===== src/rtl/pdvcu_pkg.sv =====
`default_nettype none

package pdvcu_pkg;

   // values carried per grid point
   localparam int NVALS = 11;

   // value slots inside one point
   localparam int P_XA  = 0;
   localparam int P_XV0 = 1;
   localparam int P_XV1 = 2;
   localparam int P_YA  = 3;
   localparam int P_YV0 = 4;
   localparam int P_YV1 = 5;
   localparam int P_VOL = 6;
   localparam int P_PRE = 7;
   localparam int P_RHO = 8;
   localparam int P_VIS = 9;
   localparam int P_EN  = 10;

   // register indexes
   localparam logic [1:0] CSR_TIME_STEP  = 2'd0;
   localparam logic [1:0] CSR_PREDICT    = 2'd1;
   localparam logic [1:0] CSR_ROW_POINTS = 2'd2;

   localparam logic [63:0] SMAX = 64'h7FFF_FFFF_FFFF_FFFF;
   localparam logic [63:0] SMIN = 64'h8000_0000_0000_0000;

   typedef logic [NVALS-1:0][63:0] vals_type;

   typedef struct packed {
      logic               frame_start;
      logic signed [63:0] x_face_area;
      logic signed [63:0] x_vel_old;
      logic signed [63:0] x_vel_new;
      logic signed [63:0] y_face_area;
      logic signed [63:0] y_vel_old;
      logic signed [63:0] y_vel_new;
      logic signed [63:0] cell_volume;
      logic signed [63:0] cell_pressure;
      logic signed [63:0] density_old;
      logic signed [63:0] cell_viscosity;
      logic signed [63:0] energy_old;
   } pdvcu_req_type;

   typedef struct packed {
      logic signed [63:0] volume_ratio;
      logic signed [63:0] density_new;
      logic signed [63:0] energy_new;
   } pdvcu_rsp_type;

   // request to a shared arithmetic unit
   typedef struct packed {
      logic        start;
      logic [63:0] a;
      logic [63:0] b;
   } op_req_type;

   // answer of a shared arithmetic unit
   typedef struct packed {
      logic        done;
      logic [63:0] result;
   } op_rsp_type;

   // saturating add
   function automatic logic [63:0] sadd(input logic [63:0] a, input logic [63:0] b);
      logic [63:0] r;
      r = a + b;
      if (((a ^ r) & (b ^ r)) >> 63 != 64'd0) begin
         r = a[63] ? SMIN : SMAX;
      end
      return r;
   endfunction

   // saturating subtract
   function automatic logic [63:0] ssub(input logic [63:0] a, input logic [63:0] b);
      logic [63:0] r;
      r = a - b;
      if (((a ^ b) & (a ^ r)) >> 63 != 64'd0) begin
         r = a[63] ? SMIN : SMAX;
      end
      return r;
   endfunction

endpackage

`default_nettype wire


===== src/rtl/pdvcu_mul.sv =====
`default_nettype none

module pdvcu_mul #(
   parameter int FRAC_BITS = 40
) (
   input  logic                  clock,
   input  logic                  reset,
   input  pdvcu_pkg::op_req_type req,
   output pdvcu_pkg::op_rsp_type rsp
);

   logic         busy_ff, busy_in;
   logic         done_ff, done_in;
   logic [2:0]   phase_ff, phase_in;
   logic [63:0]  ma_ff, ma_in, mb_ff, mb_in;
   logic         neg_ff, neg_in;
   logic [127:0] acc_ff, acc_in;
   logic [63:0]  res_ff, res_in;
   logic [31:0]  a_half, b_half;
   logic [63:0]  pp;
   logic [127:0] pp_ext;
   logic [64-FRAC_BITS:0] top_bits;
   logic         fits;

   // partial product of the current phase
   assign a_half = phase_ff[1] ? ma_ff[63:32] : ma_ff[31:0];
   assign b_half = phase_ff[0] ? mb_ff[63:32] : mb_ff[31:0];
   assign pp     = a_half * b_half;

   always_comb begin
      case (phase_ff[1:0])
         2'd0:    pp_ext = {64'd0, pp};
         2'd3:    pp_ext = {pp, 64'd0};
         default: pp_ext = {32'd0, pp, 32'd0};
      endcase
   end

   // bits above the result must all match its sign
   assign top_bits = acc_ff[127:FRAC_BITS+63];
   assign fits     = (&top_bits) || !(|top_bits);

   always_comb begin
      busy_in  = busy_ff;
      done_in  = 1'b0;
      phase_in = phase_ff;
      ma_in    = ma_ff;
      mb_in    = mb_ff;
      neg_in   = neg_ff;
      acc_in   = acc_ff;
      res_in   = res_ff;
      if (req.start) begin
         busy_in  = 1'b1;
         phase_in = 3'd0;
         ma_in    = req.a[63] ? 64'd0 - req.a : req.a;
         mb_in    = req.b[63] ? 64'd0 - req.b : req.b;
         neg_in   = req.a[63] ^ req.b[63];
         acc_in   = 128'd0;
      end else if (busy_ff) begin
         if (phase_ff < 3'd4) begin
            acc_in   = acc_ff + pp_ext;
            phase_in = phase_ff + 3'd1;
         end else if (phase_ff == 3'd4) begin
            acc_in   = neg_ff ? 128'd0 - acc_ff : acc_ff;
            phase_in = phase_ff + 3'd1;
         end else begin
            res_in  = fits ? acc_ff[FRAC_BITS+63:FRAC_BITS]
                           : (acc_ff[127] ? pdvcu_pkg::SMIN : pdvcu_pkg::SMAX);
            done_in = 1'b1;
            busy_in = 1'b0;
         end
      end
   end

   // control
   always_ff @(posedge clock) begin
      if (reset) begin
         busy_ff  <= 1'b0;
         done_ff  <= 1'b0;
         phase_ff <= 3'd0;
      end else begin
         busy_ff  <= busy_in;
         done_ff  <= done_in;
         phase_ff <= phase_in;
      end
   end

   // datapath
   always_ff @(posedge clock) begin
      ma_ff  <= ma_in;
      mb_ff  <= mb_in;
      neg_ff <= neg_in;
      acc_ff <= acc_in;
      res_ff <= res_in;
   end

   assign rsp.done   = done_ff;
   assign rsp.result = res_ff;

endmodule

`default_nettype wire


===== config.mk =====
export PLATFORM = sky130hd
export DESIGN_NAME = pdvcu_mul
export DESIGN_NICKNAME = d
export VERILOG_FILES = /design/src/rtl/pdvcu_pkg.sv /design/src/rtl/pdvcu_mul.sv
export SDC_FILE = /design/constraint.sdc
export NUM_CORES = 2
export LEC_CHECK = 0
export ABC_AREA = 0
export BUFFER_PORTS_ARGS = -buffer_cell sky130_fd_sc_hd__buf_2
export CORE_MARGIN = 1.5
export CORE_UTILIZATION = 50
export DETAILED_ROUTE_END_ITERATION = 10
export MAX_ROUTING_LAYER = met4
export PLACE_DENSITY = 0.69
export SKIP_CTS_REPAIR_TIMING = 1
export SYNTH_ARGS = -nofsm -noshare
export SYNTH_HDL_FRONTEND = slang
export SYNTH_SLANG_ARGS = --single-unit

===== constraint.sdc =====
create_clock -name clock -period 10.7 [get_ports clock]
set_input_delay 1.605 -clock clock [delete_from_list [all_inputs] [get_ports clock]]
set_output_delay 1.605 -clock clock [all_outputs]
set_load 0.05 [all_outputs]

==> results.txt <==
----------------------------------------------------
[Run status]
  Status ... finished, violations left
  Violations in the final reports ... negative setup slack

[STA]
  Final hold vios ... 0
  Setup ws final ... -0.488 ns
  Slew headroom ... 22.1%
  Final critical path time including I/O delays and setup ... 11.19 ns
  Maximum frequency from static timing analysis ... 0.0894 GHz
  Final critical-path share of the clock period ... 105%
  Unrepaired setup endpoints after global routing ... yes
  Tightest Pin Transition ... 1.14 ns
  Post-Route Skew ... 0.0524 ns
  Max-slew violation count ... 0
  Setup-failing EPs final ... 56

[Die]
  I/O Pins ... 196
  Die area ... 121000 sq um
  Die Height ... 348 um
  Overall die width ... 348 um
  Rows ... 126
  Core area ... 118000 sq um
  Effective utilization at floorplan ... 50.5%

[Place]
  Estimated wirelength of the detail-placed design ... 199 mm
  IO buf count ... 195
  RePlAce Congestion ... 1.08
  Cell count after placement ... 9689

[Clocking]
  Worst skew pair latency ... 0.64 ns
  CTS buffer count ... 39
  Clk buf depth ... 3
  Worst-path clk slew ... 0.07 ns
  Maximum level of the CTS H-tree ... 2
  TritonCTS clock tree ... yes
  Number of sinks handled by clock tree synthesis ... 326
  CTS Root Buffer Type ... sky130_fd_sc_hd__clkbuf_16

[Setup path]
  Required time of the critical path ... 11.23 ns
  Sort of element at the end of the critical path ... register
  Slowest cell on crit path ... sky130_fd_sc_hd__fa_1
  Crit-path most repeated cell ... sky130_fd_sc_hd__fa_1
  Arrival time worst endpoint ... 11.72 ns
  Largest fanout of any net on the critical path ... 7
  Largest stage delay, worst path ... 0.61 ns
  Setup CP Type ... register to register
  Element type at the critical path start ... register

[Run]
  Number of maximum-capacitance constraint violations ... 0

[GRT]
  All-layer global routing usage ... 39.2%
  Via count of the first global-routing pass ... 56400
  Initial antenna violation count ... 8
  Wire length of the first global-routing pass ... 347 mm
  Pin count of the biggest net entering global routing ... 150
  Overflow left after global routing ... 0

[Route]
  Via count ... 58100
  Detailed router's first-iteration violation count ... 5804
  First drt pass iteration count ... 6
  Total Wirelength ... 238 mm
  Detailed-route DRC error count ... 0
  Wire per inst ... 24.1 um
  Number of nets with antenna violations after detailed routing ... 0
  Via density per instance ... 5.89

[Synthesis]
  Cell count after synthesis ... 7066
  Top_reg_cell synth ... sky130_fd_sc_hd__edfxtp_1
  Synth Register Bits ... 326
  Number of warnings issued by yosys ... 0
  Per-instance average area after synthesis ... 8.43 sq um
  Asr flop ratio synth ... 0%
  Cell variety after synth ... 79
  Synthesized area ... 59600 sq um
  EDFF count, synth ... 193
  Number of nets in the synthesized netlist ... 8495
  Portion of the post-synthesis area used by sequential elements ... 14.2%

[Worst hold path]
  Class of the tightest hold or removal check ... register to register

[Final layout]
  Proportion of layout cells with a drive suffix above 1 ... 26.3%
  Number of nets in the finished design ... 9714
  Post-Layout Cell Count ... 9861
  P&R area growth vs syn ... 29.4%

----------------------------------------------------
==> flip-flops by register name, indices dropped and copies added, names as in the netlist <==
signal and cells:
neg_ff 1, done_ff 1, busy_ff 1, phase_ff 3, ma_ff 64, mb_ff 64, acc_ff 128, res_ff 64
==> critical path, delay by kind of cell, from the launching register on <==
family | cells | cell delay, ns
compound gates | 12 | 2.56
xor+xnor | 1 | 0.16
fa+ha+maj | 10 | 4.57
buf+inv | 11 | 1.52
flops | 1 | 0.39
mux | 1 | 0.33
simple gates | 8 | 1.49
==> per-layer routing <==
| metal | track usage (%) | vias up | part of all wire [%] | wire length [um] |
|---|---|---|---|---|
| li1 | - | 25900 | - | - |
| met1 | 51.9 | 28500 | 40 | 96100 |
| met2 | 58.8 | 3057 | 44 | 104000 |
| met3 | 8.35 | 589 | 10 | 24800 |
| met4 | 15.4 | 0 | 5.3 | 12500 |
| met5 | - | - | 0 | 0 |
==> layout make-up <==
cell class / instances / area, sq um
Tap cell: 1536 / 1920
Clock buffer: 47 / 1040
Fill cell: 9915 / 41000
Clock inverter: 25 / 219
Multi-Input combinational cell: 5430 / 49300
Inverter: 941 / 3530
Antenna cell: 9 / 22.5
Sequential cell: 326 / 8470
Timing Repair Buffer: 1547 / 12600
==> stage by stage <==
step           instance area, sq um  hold WS, ns  utilization [%]  setup TNS, ns  setup WS, ns
2_1_floorplan                 59700        0.470                -              0       0.00603
3_3_place_gp                  71900        0.487             60.9         -40.85         -1.06
3_5_place_dp                  71900        0.509             60.9         -45.46         -1.14
4_1_cts                       73200        0.517             62.0         -51.92         -1.24
5_1_grt                       77100        0.538             65.3         -28.47        -0.824
6_report                      77100        0.514             65.3         -11.40        -0.488
==> Yosys cell counts (95+ instances only) <==
library cell               count  area, sq um
sky130_fd_sc_hd__nor2_1      865         3250
sky130_fd_sc_hd__a21oi_1     355         1780
sky130_fd_sc_hd__dfxtp_1     133         2660
sky130_fd_sc_hd__nand2_1     890         3340
sky130_fd_sc_hd__a22oi_1      95          713
sky130_fd_sc_hd__ha_1        401         5020
sky130_fd_sc_hd__edfxtp_1    193         5800
sky130_fd_sc_hd__inv_1       941         3530
sky130_fd_sc_hd__clkbuf_1    351         1320
sky130_fd_sc_hd__nor3_1      136          681
sky130_fd_sc_hd__fa_1        897        18000
sky130_fd_sc_hd__a21o_1      162         1220
sky130_fd_sc_hd__xnor2_1     247         2160
sky130_fd_sc_hd__o21ai_0     213         1070
==> placed cells by master (no fill, tap or decap), drive strengths merged, types with 25 or more instances in the layout <==
cell,Yosys,layout
clkbuf,351,56
o22ai,33,33
nand2b,33,33
o41ai,27,27
or4,53,53
nor3,137,137
nor2,865,865
and2,62,62
edfxtp,193,193
o31ai,67,67
xnor2,247,247
inv,941,943
o21ai,214,214
o21bai,58,58
a22o,42,42
mux2,76,76
a211oi,43,43
or3,54,54
fa,897,897
ha,401,401
a22oi,95,95
dfxtp,133,133
nor4,39,39
nand4,84,84
buf,18,1538
a21o,162,162
o21a,25,25
xor2,54,54
mux2i,74,74
nand2,890,890
nand3,61,61
a21oi,355,355
==> path summary, 6_finish.rpt <==
check	cells after the start	end	from	slack [ns]
max	43	acc_ff[127]	phase_ff[1]	-0.49
min	2	acc_ff[4]	acc_ff[4]	0.51
max reg2reg	43	acc_ff[127]	phase_ff[1]	-0.49
min reg2reg	2	acc_ff[4]	acc_ff[4]	0.51
==> kinds of logic after synthesis <==
kind of cell | count (synthesis) | synth area share, %
xor gates and xnor gates | 301 | 4.42
DFF | 326 | 14.2
AOI/OAI and AO/OA | 1300 | 14.4
buffers and inverters | 1310 | 8.26
adders and majority gates | 1298 | 38.6
muxes | 150 | 2.68
and+or+nand+nor | 2381 | 17.5
Power is not shown: default switching activity piles up to over one toggle a cycle in this logic, so the estimate is an artifact.
