[config.mk]
export PLATFORM = sky130hd
export DESIGN_NAME = pdvcu_div
export DESIGN_NICKNAME = d
export VERILOG_FILES = /design/src/rtl/pdvcu_pkg.sv /design/src/rtl/pdvcu_div.sv
export SDC_FILE = /design/constraint.sdc
export NUM_CORES = 1
export LEC_CHECK = 0
export ABC_AREA = 1
export BUFFER_PORTS_ARGS = -buffer_cell sky130_fd_sc_hd__buf_2
export CAP_MARGIN = 20
export CORE_MARGIN = 2
export CORE_UTILIZATION = 40
export CTS_BUF_LIST = sky130_fd_sc_hd__clkbuf_4 sky130_fd_sc_hd__clkbuf_8 sky130_fd_sc_hd__clkbuf_16
export DETAILED_ROUTE_END_ITERATION = 8
export PLACE_DENSITY = 0.59
export SETUP_SLACK_MARGIN = 0.2
export SLEW_MARGIN = 20
export SYNTH_ARGS = -nofsm -noshare
export SYNTH_HDL_FRONTEND = slang
export SYNTH_SLANG_ARGS = --single-unit
[constraint.sdc]
create_clock -name clock -period 18.3 [get_ports clock]
set_clock_uncertainty 0.1 [all_clocks]
set_input_delay 0.915 -clock clock [delete_from_list [all_inputs] [get_ports clock]]
set_output_delay 0.915 -clock clock [all_outputs]
set_load 0.02 [all_outputs]
[src/rtl/pdvcu_pkg.sv]
`default_nettype none

package pdvcu_pkg;

   // values carried per grid point
   localparam int NVALS = 11;

   // value slots inside one point
   localparam int P_XA  = 0;
   localparam int P_XV0 = 1;
   localparam int P_XV1 = 2;
   localparam int P_YA  = 3;
   localparam int P_YV0 = 4;
   localparam int P_YV1 = 5;
   localparam int P_VOL = 6;
   localparam int P_PRE = 7;
   localparam int P_RHO = 8;
   localparam int P_VIS = 9;
   localparam int P_EN  = 10;

   // register indexes
   localparam logic [1:0] CSR_TIME_STEP  = 2'd0;
   localparam logic [1:0] CSR_PREDICT    = 2'd1;
   localparam logic [1:0] CSR_ROW_POINTS = 2'd2;

   localparam logic [63:0] SMAX = 64'h7FFF_FFFF_FFFF_FFFF;
   localparam logic [63:0] SMIN = 64'h8000_0000_0000_0000;

   typedef logic [NVALS-1:0][63:0] vals_type;

   typedef struct packed {
      logic               frame_start;
      logic signed [63:0] x_face_area;
      logic signed [63:0] x_vel_old;
      logic signed [63:0] x_vel_new;
      logic signed [63:0] y_face_area;
      logic signed [63:0] y_vel_old;
      logic signed [63:0] y_vel_new;
      logic signed [63:0] cell_volume;
      logic signed [63:0] cell_pressure;
      logic signed [63:0] density_old;
      logic signed [63:0] cell_viscosity;
      logic signed [63:0] energy_old;
   } pdvcu_req_type;

   typedef struct packed {
      logic signed [63:0] volume_ratio;
      logic signed [63:0] density_new;
      logic signed [63:0] energy_new;
   } pdvcu_rsp_type;

   // request to a shared arithmetic unit
   typedef struct packed {
      logic        start;
      logic [63:0] a;
      logic [63:0] b;
   } op_req_type;

   // answer of a shared arithmetic unit
   typedef struct packed {
      logic        done;
      logic [63:0] result;
   } op_rsp_type;

   // saturating add
   function automatic logic [63:0] sadd(input logic [63:0] a, input logic [63:0] b);
      logic [63:0] r;
      r = a + b;
      if (((a ^ r) & (b ^ r)) >> 63 != 64'd0) begin
         r = a[63] ? SMIN : SMAX;
      end
      return r;
   endfunction

   // saturating subtract
   function automatic logic [63:0] ssub(input logic [63:0] a, input logic [63:0] b);
      logic [63:0] r;
      r = a - b;
      if (((a ^ b) & (a ^ r)) >> 63 != 64'd0) begin
         r = a[63] ? SMIN : SMAX;
      end
      return r;
   endfunction

endpackage

`default_nettype wire

[src/rtl/pdvcu_div.sv]
`default_nettype none

module pdvcu_div #(
   parameter int FRAC_BITS = 40
) (
   input  logic                  clock,
   input  logic                  reset,
   input  pdvcu_pkg::op_req_type req,
   output pdvcu_pkg::op_rsp_type rsp
);

   localparam int QW   = 64 + FRAC_BITS;
   localparam int CNTW = $clog2(QW + 1);

   logic            busy_ff, busy_in;
   logic            fin_ff, fin_in;
   logic            done_ff, done_in;
   logic [CNTW-1:0] cnt_ff, cnt_in;
   logic            neg_ff, neg_in;
   logic [63:0]     mb_ff, mb_in;
   logic [QW-1:0]   d_ff, d_in;
   logic [QW-1:0]   q_ff, q_in;
   logic [63:0]     r_ff, r_in;
   logic [63:0]     res_ff, res_in;
   logic [63:0]     ma;
   logic [64:0]     rs;
   logic            ge;
   logic [63:0]     ql;

   assign ma = req.a[63] ? 64'd0 - req.a : req.a;
   assign rs = {r_ff, d_ff[QW-1]};
   assign ge = rs >= {1'b0, mb_ff};
   assign ql = q_ff[63:0];

   always_comb begin
      busy_in = busy_ff;
      fin_in  = 1'b0;
      done_in = 1'b0;
      cnt_in  = cnt_ff;
      neg_in  = neg_ff;
      mb_in   = mb_ff;
      d_in    = d_ff;
      q_in    = q_ff;
      r_in    = r_ff;
      res_in  = res_ff;
      if (req.start) begin
         neg_in = req.a[63] ^ req.b[63];
         mb_in  = req.b[63] ? 64'd0 - req.b : req.b;
         if (req.b == 64'd0) begin
            // zero divisor saturates by the dividend sign
            res_in  = req.a[63] ? pdvcu_pkg::SMIN : pdvcu_pkg::SMAX;
            done_in = 1'b1;
         end else begin
            busy_in = 1'b1;
            cnt_in  = CNTW'(QW);
            d_in    = {ma, {FRAC_BITS{1'b0}}};
            q_in    = '0;
            r_in    = 64'd0;
         end
      end else if (busy_ff) begin
         // one restoring step per cycle
         r_in   = ge ? 64'(rs - {1'b0, mb_ff}) : rs[63:0];
         q_in   = {q_ff[QW-2:0], ge};
         d_in   = {d_ff[QW-2:0], 1'b0};
         cnt_in = cnt_ff - CNTW'(1);
         if (cnt_ff == CNTW'(1)) begin
            busy_in = 1'b0;
            fin_in  = 1'b1;
         end
      end else if (fin_ff) begin
         // quotient to signed result with saturation
         if (q_ff[QW-1:64] != '0) begin
            res_in = neg_ff ? pdvcu_pkg::SMIN : pdvcu_pkg::SMAX;
         end else if (!neg_ff) begin
            res_in = ql[63] ? pdvcu_pkg::SMAX : ql;
         end else begin
            res_in = (ql > pdvcu_pkg::SMIN) ? pdvcu_pkg::SMIN : 64'd0 - ql;
         end
         done_in = 1'b1;
      end
   end

   // control
   always_ff @(posedge clock) begin
      if (reset) begin
         busy_ff <= 1'b0;
         fin_ff  <= 1'b0;
         done_ff <= 1'b0;
         cnt_ff  <= '0;
      end else begin
         busy_ff <= busy_in;
         fin_ff  <= fin_in;
         done_ff <= done_in;
         cnt_ff  <= cnt_in;
      end
   end

   // datapath
   always_ff @(posedge clock) begin
      neg_ff <= neg_in;
      mb_ff  <= mb_in;
      d_ff   <= d_in;
      q_ff   <= q_in;
      r_ff   <= r_in;
      res_ff <= res_in;
   end

   assign rsp.done   = done_ff;
   assign rsp.result = res_ff;

endmodule

`default_nettype wire

==> flow_metrics.py, run 1 <==
metrics = {
    "pwr": {
        "finalPower_mw": 3.15,
        "p_leak_nw": 15.0,
        "vdd_drop_max_v": 0.0000783,
        "power_per_cell_area_nw_per_um2": 99.8,
    },
    "logic_synthesis": {
        "synth_cells": 4146,
        "count_of_state_elements_after_synthesis": 371,
        "post_synth_cell_types": 46,
        "syn_nets": 4347,
        "asyncSetResetFlopFracSynth": 0,
        "post_syn_area_um2": 28000,
        "edff_count_synth": 361,
        "yosysWarningCount": 0,
        "avgSynthCellArea_um2": 6.76,
        "synth-main-ff-cell": "sky130_fd_sc_hd__edfxtp_1",
        "synth.yosys.seq_area_share": 0.394,
    },
    "timing": {
        "maxSlewViolCount": 0,
        "timing.slew.headroom": 0.302,
        "rsz0062_at_grt": "false",
        "setup_ws_ns": 14.38,
        "setup_tns_ns": 0,
        "timing.hold.ws_ns": 0.390,
        "setup_viol_count_final": 0,
        "fin_crit_ns": 3.92,
        "finalHoldViolCount": 0,
        "worstMarginPinSlew_ns": 1.05,
        "max_freq_mhz": 255,
        "finalCritPeriodShare": 0.214,
    },
    "critical_path": {
        "cp_data_required_time_ns": 18.39,
        "critical_path_arrival_ns": 4.01,
        "setup.worst_path.start_class": "primary input",
        "reg2reg_slack_ns": 14.66,
        "cp_max_fo": 173,
        "crit_type": "in -> reg",
        "regToRegStartpoint": "mb_ff[60]",
        "ff2ff_path_depth": 14,
        "crit-reg2reg-capture": "r_ff[26]",
        "setup_crit_end_kind": "flop",
    },
    "run_status": {
        "run_status": "finished, final reports clean",
    },
    "die": {
        "floorplan.die.height_um": 269,
        "top_level_ports": 196,
        "floorplan.core_area_um2": 69700,
        "floorplan.initialDensity": 0.402,
        "placementRows": 97,
        "chipWidth_um": 269,
        "design.die.area_um2": 72200,
    },
    "route": {
        "first_iter_violations": 2537,
        "drt_wl_total_um": 96200,
        "wl_per_cell_um": 18.2,
        "firstDrtPassIters": 6,
        "ant_nets": 0,
        "drc": 0,
        "total_number_of_vias": 26800,
        "routed_via_density": 5.07,
    },
    "min_path": {
        "min_delay_worst_endpoint": "cnt_ff[6]",
        "hp_start": "cnt_ff[6]",
        "min-delay-path-class": "reg -> reg",
        "hold-path-cell-count": 2,
    },
    "finish": {
        "drive_gt1_frac": 0.0788,
        "layout_commonest_cell": "sky130_fd_sc_hd__nand2_1",
        "fin_cells": 5282,
        "final_net_count": 4503,
        "area_delta_synth_final_pct": 12.4,
        "final_cell_area_um2": 31500,
        "final_core_util": 0.452,
        "layout.cells.most_common_list": "sky130_fd_sc_hd__nand2_1, sky130_fd_sc_hd__nor2_1, sky130_fd_sc_hd__inv_1",
    },
    "clock_network": {
        "cts_hold_repair.buffers": 0,
        "clock_tree_from_tritoncts": "yes",
        "cts-root-buf": "sky130_fd_sc_hd__clkbuf_16",
        "postCtsResizedCells": 0,
        "cts_buffer_count": 44,
        "numClockSinks": 371,
        "cts_max_path_buffers": 3,
        "worst_setup_hold_path_clk_slew_ns": 0.06,
        "cts_htree_levels": 2,
        "post_cts_buffers": 0,
        "clock_latency_of_the_later_clocked_register_in_the_worst_skew_pair_ns": 0.60,
    },
    "placed_design": {
        "dp_cells": 5196,
        "place_congestion": 0.994,
        "buffer_ports.inserted": 195,
        "place_area_um2": 29900,
        "hpwl_um": 74700,
        "detailedPlace.worstSlack_ns": 13.78,
    },
    "global_routing": {
        "grtUsageTotal": 0.266,
        "vias_in_the_first_global_route": 25000,
        "grt_antenna_before_repair": 4,
        "global_route_wire_length_before_repair_um": 146000,
        "pin_count_of_the_biggest_net_entering_global_routing": 174,
        "globalRouteOverflowTotal": 0,
    },
    "run": {
        "maxCapViolations": 0,
    },
}
-- report_power, final --
group | internal (mW) | switching [mW] | total (mW)
logic | 0.329 | 0.759 | 1.09
clock network | 0.567 | 0.380 | 0.947
registers | 1.06 | 0.0497 | 1.11
-- area by class of cell --
cell class              instances  area [µm²]
fillers                      7395       38200
multi-input cells            2966       13900
flip-flops and latches        371       11000
inverters                     706        2650
clock buffers                  53        1190
well taps                     940        1180
repair buffers                213        1130
clock inverters                29         370
diodes                          4        10.0
-- cells by family after synthesis --
family,Yosys count,synth area share
AND/OR/NAND/NOR,2450,0.360
buffers and inverters,809,0.110
flip-flops,371,0.394
AO/OA/AOI/OAI,284,0.0537
XOR/XNOR,162,0.0506
adder cells (fa/ha/maj),70,0.0315
-- sequential cells by signal, indices dropped and copies added, names as in the netlist --
name     flops
done_ff      1
cnt_ff       7
d_ff        64
neg_ff       1
fin_ff       1
mb_ff       64
q_ff       104
res_ff      64
r_ff        64
busy_ff      1
-- worst max-delay path, cell delays in order --
cell                       delay, ns
sky130_fd_sc_hd__clkbuf_8       0.36
sky130_fd_sc_hd__inv_4          0.69
sky130_fd_sc_hd__nand2_1        0.25
sky130_fd_sc_hd__nand2_4        0.77
sky130_fd_sc_hd__buf_12         0.76
-- synthesized netlist by cell type (2+ instances only) --
cell type,instances,area (µm²)
sky130_fd_sc_hd__a21oi_1,118,591
sky130_fd_sc_hd__a31oi_1,35,219
sky130_fd_sc_hd__and2_1,6,37.5
sky130_fd_sc_hd__and3_1,2,12.5
sky130_fd_sc_hd__buf_1,7,26.3
sky130_fd_sc_hd__buf_2,21,105
sky130_fd_sc_hd__buf_4,5,37.5
sky130_fd_sc_hd__clkbuf_1,69,259
sky130_fd_sc_hd__clkinv_1,3,11.3
sky130_fd_sc_hd__dfxtp_1,10,200
sky130_fd_sc_hd__edfxtp_1,361,10800
sky130_fd_sc_hd__ha_1,69,863
sky130_fd_sc_hd__inv_1,692,2600
sky130_fd_sc_hd__inv_2,11,41.3
sky130_fd_sc_hd__nand2_1,1269,4760
sky130_fd_sc_hd__nand2_2,4,25.0
sky130_fd_sc_hd__nand2_4,4,45.0
sky130_fd_sc_hd__nand3_1,246,1230
sky130_fd_sc_hd__nand3_2,6,60.1
sky130_fd_sc_hd__nand3b_1,48,360
sky130_fd_sc_hd__nand4_1,52,325
sky130_fd_sc_hd__nor2_1,744,2790
sky130_fd_sc_hd__nor2_2,6,37.5
sky130_fd_sc_hd__nor2_4,4,45.0
sky130_fd_sc_hd__nor3_1,30,150
sky130_fd_sc_hd__nor3b_1,2,15.0
sky130_fd_sc_hd__nor4_1,14,87.6
sky130_fd_sc_hd__o21ai_0,107,536
sky130_fd_sc_hd__o21ai_1,13,65.1
sky130_fd_sc_hd__o31ai_1,5,37.5
sky130_fd_sc_hd__or2_2,8,50.1
sky130_fd_sc_hd__xnor2_1,14,123
sky130_fd_sc_hd__xor2_1,148,1300
-- worst max path at each step --
stage               slack, ns        end  cells after the start      from
floorplan                5.25  res_ff[0]                     10    req[0]
finish                  14.38   q_ff[97]                      5  req[128]
global placement        13.82   q_ff[96]                      5  req[128]
detailed placement      13.78  cnt_ff[3]                      7  req[128]
CTS                     14.39   r_ff[59]                      5  req[128]
global route            14.14   r_ff[63]                      5  req[128]
-- per-layer routing --
metal / vias up / part of all wire / track usage
li1: 13300 / - / -
met1: 12400 / 0.46 / 0.383
met2: 962 / 0.43 / 0.407
met3: 114 / 0.083 / 0.0535
met4: 0 / 0.022 / 0.0665
met5: - / 0 / 0
No activity file was read; power rests on OpenSTA's default activity.
==> inputs of run 2 (changes only) <==
clock period = 4.1 ns   (was 18.3 ns; I/O delays follow)
==> run 2 against run 1 <==
Compared with the run above: sequential power grew to 4.5 times the previous value; power increased to 4.5 times the previous value; largest cell class unchanged; setup slack worse by 13 ns; combinational power grew to 4.5 times the previous value; count of clock-buffer cells in the layout is 1 lower.
==> flow_metrics.py, run 2 (synthesis gave the netlist of run 1 again) <==
metrics = {
    "die": {
        "floorplan.initialDensity": 0.402,
        "floorplan.die.height_um": 269,
        "design.die.area_um2": 72200,
        "placementRows": 97,
        "top_level_ports": 196,
        "chipWidth_um": 269,
        "floorplan.core_area_um2": 69700,
    },
    "global_routing": {
        "global_route_wire_length_before_repair_um": 149000,
        "groute.layer.met3.usage": 0.0379,
        "grtUsageTotal": 0.268,
        "gr-usage-met1": 0.385,
        "grt_use_met2": 0.413,
        "grt_antenna_before_repair": 17,
        "gr-max-usage-layer": "met2",
        "globalRouteOverflowTotal": 0,
        "vias_in_the_first_global_route": 25700,
        "pin_count_of_the_biggest_net_entering_global_routing": 135,
    },
    "route": {
        "first_iter_violations": 2698,
        "routed_via_density": 5.06,
        "drt_wl_total_um": 97600,
        "ant_nets": 0,
        "total_number_of_vias": 27300,
        "drc": 0,
        "firstDrtPassIters": 6,
        "wl_per_cell_um": 18.1,
    },
    "clock_network": {
        "clock_latency_of_the_later_clocked_register_in_the_worst_skew_pair_ns": 0.60,
        "postCtsResizedCells": 0,
        "numClockSinks": 371,
        "cts-root-buf": "sky130_fd_sc_hd__clkbuf_16",
        "post_cts_buffers": 0,
        "clock_tree_from_tritoncts": "yes",
        "worst_setup_hold_path_clk_slew_ns": 0.06,
        "cts_hold_repair.buffers": 103,
        "cts_buffer_count": 46,
        "cts_max_path_buffers": 3,
        "cts_htree_levels": 2,
    },
    "finish": {
        "layout.cells.most_common_list": "sky130_fd_sc_hd__nand2_1, sky130_fd_sc_hd__nor2_1, sky130_fd_sc_hd__inv_1",
        "drive_gt1_frac": 0.0782,
        "fillers": 7289,
        "ff_latch_area_um2": 11000,
        "final_net_count": 4617,
        "max_ffs_per_register": 104,
        "area_delta_synth_final_pct": 16.4,
        "fin_cells": 5399,
        "final_core_util": 0.469,
        "largest_register": "q_ff",
        "layout_commonest_cell": "sky130_fd_sc_hd__nand2_1",
        "multi_input_area_um2": 13900,
    },
    "pwr": {
        "power_per_cell_area_nw_per_um2": 431,
        "vdd_drop_max_v": 0.000302,
        "pwr-share-seq": 0.351,
        "power.combinational.fraction": 0.351,
        "p_leak_nw": 15.5,
        "switching_power_mw": 5.35,
        "intPower_mw": 8.73,
        "power.share.clock": 0.298,
        "switching_share": 0.380,
    },
    "timing": {
        "timing.slew.headroom": 0.345,
        "max_freq_mhz": 314,
        "rsz0062_at_grt": "false",
        "finalHoldViolCount": 0,
        "setup_ws_ns": 0.918,
        "fin_crit_ns": 3.18,
        "maxSlewViolCount": 0,
        "worstMarginPinSlew_ns": 0.977,
        "setup_tns_ns": 0,
        "finalCritPeriodShare": 0.776,
        "setup_viol_count_final": 0,
    },
    "run_status": {
        "run_status": "finished, final reports clean",
    },
    "critical_path": {
        "worst-path-stages": 14,
        "setup_crit_end_kind": "flop",
        "timing.critical_path.buf_inv": 1,
        "critical_path.slowest_cell": "sky130_fd_sc_hd__nand2_2",
        "critical_path.top_delay_family": "simple AND/OR/NAND/NOR gates",
        "critical_path_arrival_ns": 3.42,
        "cp_max_fo": 24,
        "worstPathCellList": "ha_1, nand2_1, nor2_1, nand2_1, nor2_1, nand2_1, nor2_1, nor2_1, nand3_2, inv_2, nand2_2, nand2_1, nand2_1, nor2_1",
        "cpPeakStageDelay_ns": 0.47,
        "crit_type": "reg -> reg",
        "regToRegStartpoint": "r_ff[17]",
        "startpoint": "r_ff[17]",
        "reg2reg_slack_ns": 0.92,
        "cp_data_required_time_ns": 4.33,
        "worstSetupEndpoint": "r_ff[48]",
        "setup.worst_path.start_class": "flop",
        "ff2ff_path_depth": 14,
        "crit-reg2reg-capture": "r_ff[48]",
    },
    "placed_design": {
        "buffer_ports.inserted": 195,
        "hpwl_um": 74700,
        "dp_cells": 5205,
        "place_congestion": 1.01,
        "detailedPlace.worstSlack_ns": 0.923,
    },
    "min_path": {
        "min-delay-path-class": "in -> reg",
    },
    "run": {
        "maxCapViolations": 0,
    },
}
==> run 2: cell count changes in the layout (fill, tap and decap cells not counted), sizes merged <==
cell	before	now
clkinv	19	21
bufinv	7	5
clkbuf	54	53
dlygate4sd3	0	103
diode	4	8
inv	706	707
clkinvlp	3	4
buf	212	221
==> run 2: through the flow <==
step / hold slack [ns] / power, mW / cell area [µm²]
final: 0.0169 / 14.1 / 32600
after global routing: 0.0159 / 14.9 / 32600
after CTS: 0.00249 / 14.1 / 32600
after detailed placement: 0.367 / 9.78 / 30100
after global placement: 0.363 / 9.78 / 30100
after floorplan: 0.204 / 8.30 / 28100
==> run 2: cell type report <==
cell class | instances | area share
clock buffers | 52 | 0.0372
multi-input cells | 2966 | 0.427
well taps | 940 | 0.0360
diodes | 8 | 0.000613
repair buffers | 325 | 0.0702
clock inverters | 31 | 0.00970
flip-flops and latches | 371 | 0.338
inverters | 706 | 0.0812
==> run 2: worst min path at each step <==
stage                     depth (start not counted)    start  slack [ns]        end
after CTS                                         4  req[67]       0.002   d_ff[43]
after floorplan                                   0   req[0]        0.20   mb_ff[0]
final                                             4  req[93]        0.02   d_ff[69]
after global placement                            1   req[0]        0.36   mb_ff[0]
after global routing                              2  req[51]        0.02  mb_ff[51]
after detailed placement                          1   req[0]        0.37   mb_ff[0]
==> run 2: metal layers <==
layer / routed length, µm / part of all wire
met3: 6540 / 0.067
met2: 42500 / 0.44
met4: 3310 / 0.034
met5: 79 / 0.00081
met1: 45200 / 0.46
==> run 2: power groups by stage <==
stage / combinational (mW) / sequential (mW) / clock [mW]
2_1_floorplan: 3.31 / 4.99 / 0
4_1_cts: 4.88 / 4.94 / 4.28
5_1_grt: 5.54 / 4.99 / 4.42
3_3_place_gp: 4.77 / 5.01 / 0
6_report: 4.95 / 4.94 / 4.19
3_5_place_dp: 4.77 / 5.01 / 0
==> run 2: worst register-to-register path, cell delays in order, from the launching register on <==
cell and delay, ns:
sky130_fd_sc_hd__edfxtp_1 0.44, sky130_fd_sc_hd__ha_1 0.39, sky130_fd_sc_hd__nand2_1 0.11, sky130_fd_sc_hd__nor2_1 0.21
sky130_fd_sc_hd__nand2_1 0.14, sky130_fd_sc_hd__nor2_1 0.19, sky130_fd_sc_hd__nand2_1 0.14, sky130_fd_sc_hd__nor2_1 0.13
sky130_fd_sc_hd__nor2_1 0.05, sky130_fd_sc_hd__nand3_2 0.11, sky130_fd_sc_hd__inv_2 0.17, sky130_fd_sc_hd__nand2_2 0.48
sky130_fd_sc_hd__nand2_1 0.14, sky130_fd_sc_hd__nand2_1 0.09, sky130_fd_sc_hd__nor2_1 0.05
